`src/design/uart_rf_pkg.sv`:
```
package uart_rf_pkg;

  localparam int TX_DEPTH_DEF = 256;
  localparam int RX_DEPTH_DEF = 256;
  localparam int LVL_W        = 9;
  localparam int Q_DEPTH      = 4;

  typedef enum logic [2:0] {
    CMD_WRITE    = 3'd0,
    CMD_READ     = 3'd1,
    CMD_RX       = 3'd2,
    CMD_TX_EMPTY = 3'd3,
    CMD_TX_DONE  = 3'd4,
    CMD_CLR_TX   = 3'd5,
    CMD_CLR_RX   = 3'd6
  } cmd_t;

  typedef enum logic [1:0] {
    ST_OK       = 2'd0,
    ST_RX_EMPTY = 2'd1,
    ST_TX_FULL  = 2'd2
  } status_t;

  // front to back: one classified item, store data follows in the next cycle
  typedef struct packed {
    logic             vld;
    status_t          status;
    logic             rx_pop;
    logic             tx_pop;
    logic             rx_new;
    logic             tx_done;
    logic             empty_en;
    logic             complete_en;
    logic             busy;
    logic [LVL_W-1:0] tx_level;
    logic [LVL_W-1:0] rx_level;
  } desc_t;

  typedef struct packed {
    status_t          status;
    logic [7:0]       read_byte;
    logic             line_tx_valid;
    logic [7:0]       line_tx_byte;
    logic             rx_new;
    logic             tx_done;
    logic             empty_en;
    logic             complete_en;
    logic             busy;
    logic [LVL_W-1:0] tx_level;
    logic [LVL_W-1:0] rx_level;
  } result_t;

  typedef struct packed {
    logic room;
  } back_stat_t;

endpackage

```
`src/design/uart_rf_ram.sv`:
```
module uart_rf_ram import uart_rf_pkg::*; #(
  parameter int W     = 8,
  parameter int DEPTH = 256
) (
  input  logic                     clk,
  input  logic                     we,
  input  logic [$clog2(DEPTH)-1:0] waddr,
  input  logic [W-1:0]             wdata,
  input  logic                     re,
  input  logic [$clog2(DEPTH)-1:0] raddr,
  output logic [W-1:0]             rdata
);

  logic [W-1:0] mem_r [DEPTH];
  logic [W-1:0] rdata_r;

  always_ff @(posedge clk) begin
    if (we) begin
      mem_r[waddr] <= wdata;
    end
    if (re) begin
      rdata_r <= mem_r[raddr];
    end
  end

  assign rdata = rdata_r;

endmodule

```
`src/design/uart_rf_front.sv`:
```
module uart_rf_front import uart_rf_pkg::*; #(
  parameter int TX_DEPTH = TX_DEPTH_DEF,
  parameter int RX_DEPTH = RX_DEPTH_DEF
) (
  input  logic                        clk,
  input  logic                        rst_n,
  input  logic                        push,
  input  logic [2:0]                  cmd,
  input  logic [7:0]                  data_byte,
  input  logic                        burst_end,
  input  back_stat_t                  bk_stat,
  output logic                        full,
  output desc_t                       desc,
  output logic                        tx_we,
  output logic [$clog2(TX_DEPTH)-1:0] tx_waddr,
  output logic                        tx_re,
  output logic [$clog2(TX_DEPTH)-1:0] tx_raddr,
  output logic                        rx_we,
  output logic [$clog2(RX_DEPTH)-1:0] rx_waddr,
  output logic                        rx_re,
  output logic [$clog2(RX_DEPTH)-1:0] rx_raddr,
  output logic [7:0]                  wdata
);

  localparam int TIW = $clog2(TX_DEPTH);
  localparam int RIW = $clog2(RX_DEPTH);
  localparam int TCW = $clog2(TX_DEPTH + 1);
  localparam int RCW = $clog2(RX_DEPTH + 1);

  logic [TIW-1:0] tx_wi_r, tx_wi_nxt, tx_ri_r, tx_ri_nxt;
  logic [RIW-1:0] rx_wi_r, rx_wi_nxt, rx_ri_r, rx_ri_nxt;
  logic [TCW-1:0] tx_cnt_r, tx_cnt_nxt;
  logic [RCW-1:0] rx_cnt_r, rx_cnt_nxt;
  logic           ee_r, ee_nxt, ce_r, ce_nxt, busy_r, busy_nxt;
  logic           acc, tx_full, rx_full, tx_zero, rx_zero, do_tx_pop;
  logic [TIW-1:0] tx_wi_inc, tx_ri_inc;
  logic [RIW-1:0] rx_wi_inc, rx_ri_inc;
  desc_t          d;

  assign full    = !bk_stat.room;
  assign acc     = push && !full;
  assign tx_full = (tx_cnt_r == TCW'(TX_DEPTH));
  assign rx_full = (rx_cnt_r == RCW'(RX_DEPTH));
  assign tx_zero = (tx_cnt_r == '0);
  assign rx_zero = (rx_cnt_r == '0);

  assign tx_wi_inc = (tx_wi_r == TIW'(TX_DEPTH - 1)) ? '0 : tx_wi_r + 1'b1;
  assign tx_ri_inc = (tx_ri_r == TIW'(TX_DEPTH - 1)) ? '0 : tx_ri_r + 1'b1;
  assign rx_wi_inc = (rx_wi_r == RIW'(RX_DEPTH - 1)) ? '0 : rx_wi_r + 1'b1;
  assign rx_ri_inc = (rx_ri_r == RIW'(RX_DEPTH - 1)) ? '0 : rx_ri_r + 1'b1;

  always_comb begin
    tx_wi_nxt  = tx_wi_r;
    tx_ri_nxt  = tx_ri_r;
    tx_cnt_nxt = tx_cnt_r;
    rx_wi_nxt  = rx_wi_r;
    rx_ri_nxt  = rx_ri_r;
    rx_cnt_nxt = rx_cnt_r;
    ee_nxt     = ee_r;
    ce_nxt     = ce_r;
    busy_nxt   = busy_r;
    d          = '0;
    do_tx_pop  = 1'b0;
    tx_we      = 1'b0;
    rx_we      = 1'b0;
    rx_re      = 1'b0;
    if (acc) begin
      d.vld = 1'b1;
      case (cmd_t'(cmd))
        CMD_WRITE: begin
          if (tx_full) begin
            d.status = ST_TX_FULL;
            ee_nxt   = 1'b1;
          end else begin
            tx_we      = 1'b1;
            tx_wi_nxt  = tx_wi_inc;
            tx_cnt_nxt = tx_cnt_r + 1'b1;
            if (burst_end) begin
              ee_nxt = 1'b1;
            end
          end
        end
        CMD_READ: begin
          if (rx_zero) begin
            d.status = ST_RX_EMPTY;
          end else begin
            rx_re      = 1'b1;
            d.rx_pop   = 1'b1;
            rx_ri_nxt  = rx_ri_inc;
            rx_cnt_nxt = rx_cnt_r - 1'b1;
          end
        end
        CMD_RX: begin
          rx_we     = 1'b1;
          rx_wi_nxt = rx_wi_inc;
          if (!rx_full) begin
            rx_cnt_nxt = rx_cnt_r + 1'b1;
          end
          d.rx_new = 1'b1;
        end
        CMD_TX_EMPTY: begin
          if (ee_r) begin
            if (tx_zero) begin
              ee_nxt = 1'b0;
              ce_nxt = 1'b1;
            end else begin
              busy_nxt  = 1'b1;
              do_tx_pop = 1'b1;
            end
          end
        end
        CMD_TX_DONE: begin
          if (ce_r) begin
            if (tx_zero) begin
              ce_nxt    = 1'b0;
              busy_nxt  = 1'b0;
              d.tx_done = 1'b1;
            end else begin
              do_tx_pop = 1'b1;
            end
          end
        end
        CMD_CLR_TX: begin
          tx_wi_nxt  = '0;
          tx_ri_nxt  = '0;
          tx_cnt_nxt = '0;
        end
        CMD_CLR_RX: begin
          rx_wi_nxt  = '0;
          rx_ri_nxt  = '0;
          rx_cnt_nxt = '0;
        end
        default: begin
        end
      endcase
      if (do_tx_pop) begin
        d.tx_pop   = 1'b1;
        tx_ri_nxt  = tx_ri_inc;
        tx_cnt_nxt = tx_cnt_r - 1'b1;
      end
      d.empty_en    = ee_nxt;
      d.complete_en = ce_nxt;
      d.busy        = busy_nxt;
      d.tx_level    = LVL_W'(tx_cnt_nxt);
      d.rx_level    = LVL_W'(rx_cnt_nxt);
    end
  end

  assign desc     = d;
  assign tx_re    = do_tx_pop;
  assign tx_waddr = tx_wi_r;
  assign tx_raddr = tx_ri_r;
  assign rx_waddr = rx_wi_r;
  assign rx_raddr = rx_ri_r;
  assign wdata    = data_byte;

  always_ff @(posedge clk) begin
    if (!rst_n) begin
      tx_wi_r  <= '0;
      tx_ri_r  <= '0;
      tx_cnt_r <= '0;
      rx_wi_r  <= '0;
      rx_ri_r  <= '0;
      rx_cnt_r <= '0;
      ee_r     <= 1'b0;
      ce_r     <= 1'b0;
      busy_r   <= 1'b0;
    end else begin
      tx_wi_r  <= tx_wi_nxt;
      tx_ri_r  <= tx_ri_nxt;
      tx_cnt_r <= tx_cnt_nxt;
      rx_wi_r  <= rx_wi_nxt;
      rx_ri_r  <= rx_ri_nxt;
      rx_cnt_r <= rx_cnt_nxt;
      ee_r     <= ee_nxt;
      ce_r     <= ce_nxt;
      busy_r   <= busy_nxt;
    end
  end

endmodule

```
`src/design/uart_rf_back.sv`:
```
module uart_rf_back import uart_rf_pkg::*; (
  input  logic       clk,
  input  logic       rst_n,
  input  desc_t      desc,
  input  logic [7:0] tx_rdata,
  input  logic [7:0] rx_rdata,
  input  logic       pop,
  output logic       empty,
  output result_t    res,
  output back_stat_t bk_stat
);

  localparam int QAW = $clog2(Q_DEPTH);
  localparam int QCW = $clog2(Q_DEPTH + 1);

  logic           stg_vld_r;
  desc_t          stg_r;
  result_t        q_r [Q_DEPTH];
  logic [QAW-1:0] wp_r, rp_r;
  logic [QCW-1:0] cnt_r, cnt_nxt;
  logic [QCW-1:0] occ;
  logic           do_pop;
  result_t        ent;

  // store read data arrives in the cycle after the item was classified
  always_comb begin
    ent.status        = stg_r.status;
    ent.read_byte     = stg_r.rx_pop ? rx_rdata : 8'd0;
    ent.line_tx_valid = stg_r.tx_pop;
    ent.line_tx_byte  = stg_r.tx_pop ? tx_rdata : 8'd0;
    ent.rx_new        = stg_r.rx_new;
    ent.tx_done       = stg_r.tx_done;
    ent.empty_en      = stg_r.empty_en;
    ent.complete_en   = stg_r.complete_en;
    ent.busy          = stg_r.busy;
    ent.tx_level      = stg_r.tx_level;
    ent.rx_level      = stg_r.rx_level;
  end

  assign empty        = (cnt_r == '0);
  assign do_pop       = pop && !empty;
  assign res          = q_r[rp_r];
  assign occ          = cnt_r + QCW'(stg_vld_r);
  assign bk_stat.room = (occ < QCW'(Q_DEPTH));

  always_comb begin
    cnt_nxt = cnt_r;
    if (stg_vld_r && !do_pop) begin
      cnt_nxt = cnt_r + 1'b1;
    end else if (!stg_vld_r && do_pop) begin
      cnt_nxt = cnt_r - 1'b1;
    end
  end

  always_ff @(posedge clk) begin
    stg_r <= desc;
    if (stg_vld_r) begin
      q_r[wp_r] <= ent;
    end
  end

  always_ff @(posedge clk) begin
    if (!rst_n) begin
      stg_vld_r <= 1'b0;
      wp_r      <= '0;
      rp_r      <= '0;
      cnt_r     <= '0;
    end else begin
      stg_vld_r <= desc.vld;
      cnt_r     <= cnt_nxt;
      if (stg_vld_r) begin
        wp_r <= wp_r + 1'b1;
      end
      if (do_pop) begin
        rp_r <= rp_r + 1'b1;
      end
    end
  end

endmodule

```
`src/design/uart_tx_rx_ring_fifo_core.sv`:
```
// serial port transmit / receive ring buffers, one command item per push
// input side: in_cmd, in_data_byte, in_burst_end are taken when in_push is
//   high and in_full is low; every item gives exactly one result item
// result side: the oldest result is on the out_ ports while out_empty is low
//   and leaves when out_pop is high; results come out in command order
// path: command and store access happen in the accepting cycle; the store
//   read and the item are then registered in the stage and written into the
//   result queue, whose head is on the out_ ports
// throughput: one item per cycle while in_full is low; the front updates
//   indices, counts and event enables as each item is taken and each store
//   has one write and one read port
// stall: a four-entry result queue sits behind the store stage; when the queue
//   and the stage hold four items between them, in_full rises and holds until
//   a result is popped
// reset (rst_n low, synchronous): indices, counts, enables, busy flag and the
//   result queue clear; the byte stores are not cleared, the counts keep
//   unwritten entries from being read
module uart_tx_rx_ring_fifo_core import uart_rf_pkg::*; #(
  parameter int TX_DEPTH = TX_DEPTH_DEF,
  parameter int RX_DEPTH = RX_DEPTH_DEF
) (
  input  logic             clk,
  input  logic             rst_n,
  input  logic             in_push,
  output logic             in_full,
  input  logic [2:0]       in_cmd,
  input  logic [7:0]       in_data_byte,
  input  logic             in_burst_end,
  output logic             out_empty,
  input  logic             out_pop,
  output logic [1:0]       out_status,
  output logic [7:0]       out_read_byte,
  output logic             out_line_tx_valid,
  output logic [7:0]       out_line_tx_byte,
  output logic             out_rx_new,
  output logic             out_tx_done,
  output logic             out_empty_event_enabled,
  output logic             out_complete_event_enabled,
  output logic             out_busy_sending,
  output logic [LVL_W-1:0] out_tx_level,
  output logic [LVL_W-1:0] out_rx_level
);

  localparam int TIW = $clog2(TX_DEPTH);
  localparam int RIW = $clog2(RX_DEPTH);

  desc_t          desc;
  back_stat_t     bk_stat;
  result_t        res;
  logic           tx_we, tx_re, rx_we, rx_re;
  logic [TIW-1:0] tx_waddr, tx_raddr;
  logic [RIW-1:0] rx_waddr, rx_raddr;
  logic [7:0]     wdata, tx_rdata, rx_rdata;

  uart_rf_front #(
    .TX_DEPTH (TX_DEPTH),
    .RX_DEPTH (RX_DEPTH)
  ) u_front (
    .clk       (clk),
    .rst_n     (rst_n),
    .push      (in_push),
    .cmd       (in_cmd),
    .data_byte (in_data_byte),
    .burst_end (in_burst_end),
    .bk_stat   (bk_stat),
    .full      (in_full),
    .desc      (desc),
    .tx_we     (tx_we),
    .tx_waddr  (tx_waddr),
    .tx_re     (tx_re),
    .tx_raddr  (tx_raddr),
    .rx_we     (rx_we),
    .rx_waddr  (rx_waddr),
    .rx_re     (rx_re),
    .rx_raddr  (rx_raddr),
    .wdata     (wdata)
  );

  uart_rf_ram #(
    .W     (8),
    .DEPTH (TX_DEPTH)
  ) u_tx_ram (
    .clk   (clk),
    .we    (tx_we),
    .waddr (tx_waddr),
    .wdata (wdata),
    .re    (tx_re),
    .raddr (tx_raddr),
    .rdata (tx_rdata)
  );

  uart_rf_ram #(
    .W     (8),
    .DEPTH (RX_DEPTH)
  ) u_rx_ram (
    .clk   (clk),
    .we    (rx_we),
    .waddr (rx_waddr),
    .wdata (wdata),
    .re    (rx_re),
    .raddr (rx_raddr),
    .rdata (rx_rdata)
  );

  uart_rf_back u_back (
    .clk      (clk),
    .rst_n    (rst_n),
    .desc     (desc),
    .tx_rdata (tx_rdata),
    .rx_rdata (rx_rdata),
    .pop      (out_pop),
    .empty    (out_empty),
    .res      (res),
    .bk_stat  (bk_stat)
  );

  assign out_status                 = res.status;
  assign out_read_byte              = res.read_byte;
  assign out_line_tx_valid          = res.line_tx_valid;
  assign out_line_tx_byte           = res.line_tx_byte;
  assign out_rx_new                 = res.rx_new;
  assign out_tx_done                = res.tx_done;
  assign out_empty_event_enabled    = res.empty_en;
  assign out_complete_event_enabled = res.complete_en;
  assign out_busy_sending           = res.busy;
  assign out_tx_level               = res.tx_level;
  assign out_rx_level               = res.rx_level;

  a_one_pop: assert property (@(posedge clk) disable iff (!rst_n)
    desc.vld |-> !(desc.tx_pop && desc.rx_pop))
    else $error("item pops both rings");

  a_item_out: assert property (@(posedge clk) disable iff (!rst_n)
    (in_push && !in_full) |-> ##2 !out_empty)
    else $error("accepted item has no result after two cycles");

  a_full_holds: assert property (@(posedge clk) disable iff (!rst_n)
    (in_full && !(out_pop && !out_empty)) |=> in_full)
    else $error("full dropped without a result leaving");

  a_tx_ok: assert property (@(posedge clk) disable iff (!rst_n)
    (!out_empty && out_line_tx_valid) |-> (out_status == ST_OK))
    else $error("line byte handed out with error status");

endmodule
```
`config.mk`:
```
export PLATFORM = sky130hd
export DESIGN_NAME = uart_tx_rx_ring_fifo_core
export DESIGN_NICKNAME = d
export VERILOG_FILES = /design/src/design/uart_rf_pkg.sv /design/src/design/uart_rf_ram.sv /design/src/design/uart_rf_front.sv /design/src/design/uart_rf_back.sv /design/src/design/uart_tx_rx_ring_fifo_core.sv
export SDC_FILE = /design/constraint.sdc
export NUM_CORES = 2
export LEC_CHECK = 0
export BUFFER_PORTS_ARGS = -buffer_cell sky130_fd_sc_hd__buf_2
export CAP_MARGIN = 20
export CELL_PAD_IN_SITES_DETAIL_PLACEMENT = 1
export CELL_PAD_IN_SITES_GLOBAL_PLACEMENT = 1
export CORE_MARGIN = 4
export CORE_UTILIZATION = 42
export CTS_BUF_LIST = sky130_fd_sc_hd__clkbuf_2 sky130_fd_sc_hd__clkbuf_4 sky130_fd_sc_hd__clkbuf_8
export CTS_CLUSTER_SIZE = 20
export DETAILED_ROUTE_END_ITERATION = 8
export PLACE_DENSITY = 0.58
export RECOVER_POWER = 50
export SLEW_MARGIN = 20
export SYNTH_ARGS = -nofsm -noshare
export SYNTH_HDL_FRONTEND = slang
export SYNTH_MEMORY_MAX_BITS = 65536
export SYNTH_SLANG_ARGS = --single-unit
```
`constraint.sdc`:
```
create_clock -name clk -period 7.5 [get_ports clk]
set_input_delay 1.5 -clock clk [delete_from_list [all_inputs] [get_ports clk]]
set_output_delay 1.5 -clock clk [all_outputs]
set_load 0.1 [all_outputs]
```
# ---- After elaboration in Yosys (flattened, before gate mapping)
# Memory sizes are Yosys's and may differ from the RTL's. A register that Yosys moved wholly into a read port is not among the register bits.
# Cells that the tools add are included.
dict set report word_totals {
  regBits 88
  ramBits 4264
  out_inout_bits 44
  elab_cells 138
  n_memories 3
}
dict set report op_classes {
  addsub 13
  magnitude_cmp 1
  n_eq_ne 14
  mux 62
  reduce_logical 22
}
# memory words word_bits read_ports rd_clocked_by_memory_dff write_ports line
set mem_list {}
lappend mem_list {u_rx_ram.mem_r 256 8 1 1 1 uart_rf_ram.sv:14} ;# logic [W-1:0] mem_r [DEPTH];
lappend mem_list {u_tx_ram.mem_r 256 8 1 1 1 uart_rf_ram.sv:14}
lappend mem_list {u_back.q_r 4 42 1 1 1 uart_rf_back.sv:18} ;# result_t q_r [Q_DEPTH];
# op n
set op_table {}
lappend op_table {{2-to-1 mux 8 bit} 10}
lappend op_table {{case mux 8 bit (2 select lines)} 3}
lappend op_table {{2-to-1 mux 9 bit} 4}
lappend op_table {{adder 8 x 1 -> 8 bit (second input constant)} 4}
lappend op_table {{equality test 8 bit (second input constant)} 4}
lappend op_table {{2-to-1 mux 1 bit} 32}
lappend op_table {{2-to-1 mux 28 bit} 1}
lappend op_table {{case mux 9 bit (3 select lines)} 1}
lappend op_table {{adder 9 x 1 -> 9 bit (second input constant)} 2}
lappend op_table {{equality test 9 bit (second input constant)} 2}
lappend op_table {{zero test 9 bit} 2}
lappend op_table {{case mux 9 bit (2 select lines)} 1}
lappend op_table {{subtractor 9 x 1 -> 9 bit (second input constant)} 2}
lappend op_table {{nonzero test 2 bit} 5}
lappend op_table {{equality test 3 bit (second input constant)} 3}
lappend op_table {{AND reduction 3 bit} 3}
lappend op_table {{case mux 1 bit (2 select lines)} 4}
lappend op_table {{equality test 3 x 2 -> 1 bit (second input constant)} 2}
lappend op_table {{zero test 3 bit} 2}
lappend op_table {{2-to-1 mux 2 bit} 3}
lappend op_table {{2-to-1 mux 3 bit} 2}
lappend op_table {{adder 2 x 1 -> 2 bit (second input constant)} 2}
lappend op_table {{logical AND 1 bit} 4}
lappend op_table {{zero test 1 bit} 4}
lappend op_table {{other kinds (8)} 10}

# ---- Logic depth before layout (Yosys ltp)
dict set report depth {
  ltp_word 7
  depth_mapped 14
  ltp_nobuf 9
}

# ---- Cells and area by module
# From an unflattened synthesis, not the netlist that was laid out.
dict set report hier_totals {
  cells_unflattened 8295
  area_unflattened_um2 170422.2
}
# module n_inst cells_each area_each_um2 seq_area_each_um2
set by_module_without_submodules {}
lappend by_module_without_submodules {uart_rf_ram 2 3733 79636.4 61739.2}
lappend by_module_without_submodules {uart_rf_back 1 309 7262.0 5785.5}
lappend by_module_without_submodules {uart_rf_front 1 520 3887.5 1061.0}

# ---- Worst setup path before layout
# No wires, ideal clock.
dict set report synth_path {
  kind {reg-to-reg}
  start {register u_back.cnt_r[0]}
  end {register u_back.cnt_r[2]}
  arrival_ps 3976
  required_time_ps 7430
  setup_slack_ps 3453
  stages_incl_launch_ff 9
  path_buffers 0
  period_less_slack_ps 4047
  path_cell_list {dfxtp_1 nor3_1 nand2b_1 ha_1 inv_1 fa_1 xor2_1 or3_1 a21oi_1}
}
dict set report synth_between {
  elab_chain_cells 6
  word_cells_on_any_way 11
  classes_between {2 x add/sub; 2 x mux; 7 x reduce/logical}
}
# element line
set synth_lines {}
lappend synth_lines {{start, declared} uart_rf_back.sv:20} ;# logic [QCW-1:0] cnt_r, cnt_nxt;
lappend synth_lines {{start signal, assigned} uart_rf_back.sv:70} ;# cnt_r <= cnt_nxt;
lappend synth_lines {{zero test 3 bit *} uart_rf_back.sv:40} ;# assign empty = (cnt_r == '0);
lappend synth_lines {{named net out_empty} uart_tx_rx_ring_fifo_core.sv:29} ;# output logic out_empty,
lappend synth_lines {{zero test 1 bit *} uart_rf_back.sv:41} ;# assign do_pop = pop && !empty;
lappend synth_lines {{logical AND 1 bit *} uart_rf_back.sv:41}
lappend synth_lines {{zero test 1 bit} uart_rf_back.sv:48} ;# if (stg_vld_r && !do_pop) begin
lappend synth_lines {{logical AND 1 bit} uart_rf_back.sv:48}
lappend synth_lines {{2-to-1 mux 3 bit / nonzero test 2 bit (equally long branches)} -}
# Mark *: on every way through the listed nets, which the timed path passes. The rest lies on a longest branch. The select of a mux whose other input is x is not followed.
# A chain may end at the register's enable or synchronous reset.

# ---- Worst setup path after layout
dict set report layout_path {
  start {input in_data_byte[6]}
  end {memory u_tx_ram.mem_r[17][6], data pin}
}
# element line
set layout_lines {}
lappend layout_lines {{start, declared} uart_tx_rx_ring_fifo_core.sv:27} ;# input logic [7:0] in_data_byte,
lappend layout_lines {{end, declared} uart_rf_ram.sv:14}
# No word-level cell before the write port.

==> key figures <==
Outcome
  • Status: finished with violations
  • Failing checks: max-capacitance violations, max-slew violations

Yosys
  • Post-synth top area share: 0.7553
  • FFs w/ async S/R, synth: 0
  • Compound-Gate Fraction of Synth Area: 0.03302
  • FF+latch count, synth: 4,370
  • Top cells by area, synth: edfxtp_1, mux4_2, mux2i_1
  • Synth Area in Simple Gates: 0.03316
  • Yosys warning total: 0
  • Distinct cells, synth: 78
  • Number of flops mapped to enable cells by yosys: around 4,300
  • Mux share of post-synthesis cell area: 0.1500
  • Post-synth top flop: edfxtp_1
  • Syn nets: 8,369
  • Sequential element share of the synthesized area: 0.7659
  • Xor/xnor share of the synthesized area: 0.0007721
  • Adder-cell share of the synthesized area: 0.001515
  • Mean post-synth cell area: ~20 µm²
  • Netlist Area Pre-Place: 170,200 µm²
  • Leading area contributor after synthesis: edfxtp_1
  • Cells after synthesis: 8,333
  • Largest family of logic cells by synthesized area: multiplexers

Drt
  • Routed WL: 515.9 mm
  • Via/cell ratio: roughly 5.9
  • Drt initial violations: roughly 9,100
  • Avg WL per Cell: 34.88 µm
  • Vias: 87,780
  • Antenna viol nets, final: 0
  • Drt first pass iters: 6
  • Number of remaining DRC errors: 0

Worst setup path
  • WS Path Type: in -> reg
  • Top cell by count, worst path: clkbuf_1
  • Cell-by-cell trace of the critical path: clkbuf_1 -> clkbuf_1
  • Critical path data arrival time: 6.56 ns
  • Startpoint Class: input pin
  • Delay-heaviest family, CP: buffers and inverters
  • CP Capture Type: flop
  • Max incr delay on CP: 2.87 ns
  • Crit-path max FO: 60
  • Slowest cell on crit path: clkbuf_1
  • WP data required: 8.12 ns
  • Critical path buffer and inverter count: 2

CTS
  • Post-CTS Setup Inserts: 0
  • CTS Buf Count: 698
  • CTS tree: yes
  • H-tree levels: 6
  • Clock Tree Buf Depth: 4
  • CTS Sinks: 4,370
  • CTS clock-pin slew for the worst setup and hold paths: 0.06 ns
  • Post-CTS Resized: 0
  • Clock root buffer: clkbuf_8
  • # hold bufs at CTS: 0
  • Worst-skew pair later-pin latency: around 1.3 ns

Timing
  • Achievable Freq: 168.2 MHz
  • Fin. max-slew vios: approximately 1,100
  • Worst Tran Pin Value: 5.657 ns
  • Final period util: 0.7926
  • RSZ-0062 raised after global routing: no
  • Slew headroom: -2.771
  • Setup violations, final: 0
  • Setup TNS: 0 ns
  • Final hold viol count: 0
  • Final Critical Period: about 5.9 ns
  • Setup Skew: 0.05904 ns

Placement
  • Port Buffer Count: 59
  • HPWL after DPL: 316.2 mm
  • GPL Wtd Cong: 0.8404

Floorplan
  • Die area: approximately 420,000 µm²
  • Initial core utilization: 0.4220
  • Core Region: 403,200 µm²
  • I/O pin cnt: 60
  • Std-Cell Rows: 233
  • Die width: 644.5 µm
  • Die Y: ~640 µm

GRT
  • Gr usage total: 0.2457
  • Total grt overflow: 0
  • First-pass GRT wire length: 728.5 mm
  • Initial antenna violation count: 37
  • Vias in the first global route: 91,653
  • Largest net degree at the start of global routing: around 180

Power
  • Lkg Pwr: 0.05693 µW
  • Max VDD drop: 186.1 µV
  • Pwr Density: around 260 nW/µm²

Finish
  • Fin util: 0.4725
  • Share of cells above drive strength 1: 0.2615
  • Register Area: approximately 130,000 µm²
  • Area of the multi-input gates: approximately 37,000 µm²
  • Final net count: 8,854
  • Filler cells: 36,735
  • Area grow syn2layout: 11.97%

Worst hold path
  • Hold Crit Class: reg -> reg

Job
  • Max-cap viol count: 22
## through the flow
| step | worst slack [ns] | instances | total power (µW) | hold WS, ns | instance area, µm² |
|---|---|---|---|---|---|
| final | 1.555 | 14792 | 49620 | 0.4830 | 190500 |
| after global routing | 1.372 | 14782 | 51400 | 0.5024 | 190500 |
| after CTS | 2.572 | 14773 | 50070 | 0.4846 | 190600 |
| after detailed placement | 1.694 | 13523 | 30170 | 0.4712 | 177200 |
| after global placement | 1.767 | 13522 | 30130 | 0.4495 | 177200 |
| after floorplan | 3.453 | 8333 | 29120 | 0.4383 | 170200 |
## final timing paths
| path | depth (start not counted) | slack [ns] | endpoint | startpoint |
|---|---|---|---|---|
| setup / recovery | 2 | 1.56 | u_tx_ram.mem_r[17][6] | in_data_byte[6] |
| hold / removal | 0 | 0.48 | u_back.q_r[2][12] | u_back.ent[12] |
| setup reg to reg | 7 | 2.76 | u_rx_ram.rdata[1] | u_front.rx_raddr[0] |
| hold reg to reg | 0 | 0.48 | u_back.q_r[2][12] | u_back.ent[12] |
## flip-flops by register name, summed over array words and instances, names as in the netlist, 9 cells and up, named ones only
name,cells
u_rx_ram.mem_r,2048
u_tx_ram.mem_r,2048
u_back.q_r,168
u_back.ent,26
u_front.rx_cnt_r,9
u_front.tx_cnt_r,9
## synthesized netlist by cell type (19+ instances only)
cell type / count
nor3_1: 59
and2_1: 55
mux4_2: 984
edfxtp_1: 4280
nand3_1: 89
nand2b_1: 30
clkbuf_1: 244
mux2_2: 25
or3_1: 26
buf_4: 83
buf_1: 44
nor2b_1: 52
a211oi_1: 44
a21oi_1: 169
nand2_1: 197
buf_2: 104
a22oi_1: 136
mux2i_1: 307
inv_1: 20
dfxtp_1: 90
o221ai_1: 27
ha_1: 19
nor2_1: 676
a221oi_1: 83
nor4_1: 20
a31oi_1: 44
o21ai_0: 100
o22ai_1: 46
buf_6: 30
## cells by family after synthesis
family                     count (synthesis)
muxes                                   1316
DFF                                     4370
xor gates and xnor gates                  15
AOI/OAI and AO/OA                        807
adders and majority gates                 20
buffers and inverters                    532
and+or+nand+nor                         1273
## report_power, final
part           leakage [µW]  total, µW  switching [µW]  internal, µW
registers            0.0392      27000             132         26900
clock network       0.00710      20000            9590         10400
logic                0.0106       2600            1940           660
total                0.0569      49600           11700         38000
## cell usage in the layout, fill, tap and decap left out, drive strengths merged, types with 21 or more instances in the layout
master | synthesis | routed
a22oi | 136 | 136
mux2 | 25 | 25
a21oi | 169 | 169
o221ai | 27 | 27
dfxtp | 90 | 90
nor2 | 676 | 676
nor4 | 21 | 21
o21ai | 100 | 100
edfxtp | 4280 | 4280
mux2i | 307 | 307
a31oi | 44 | 44
nand3 | 89 | 89
or3 | 26 | 26
clkbuf | 245 | 949
clkinv | 4 | 267
a211oi | 44 | 44
clkinvlp | 0 | 21
nor2b | 52 | 52
nor3 | 59 | 59
buf | 261 | 264
a221oi | 83 | 83
o22ai | 46 | 46
nand2 | 197 | 197
mux4 | 984 | 984
nand2b | 30 | 30
inv | 22 | 52
and2 | 58 | 58
## metal layers
layer | wire length [µm] | up-vias | GRT usage
li1 | - | 35686 | -
met1 | 214300 | 47543 | 0.3452
met2 | 250600 | 3760 | 0.3977
met3 | 33740 | 785 | 0.03621
met4 | 17280 | 6 | 0.07964
met5 | 40 | - | 0
## cell type report
cell class / count / area share
antenna: 19 / 0.0002496
timing repair buffer: 291 / 0.01304
clock buffer: 922 / 0.05974
inverter: 26 / 0.0005319
tap: 5405 / 0.03550
multi-input combinational: 3431 / 0.1962
clock inverter: 328 / 0.01049
sequential: 4370 / 0.6842
Power figures use the tool's default switching activity.
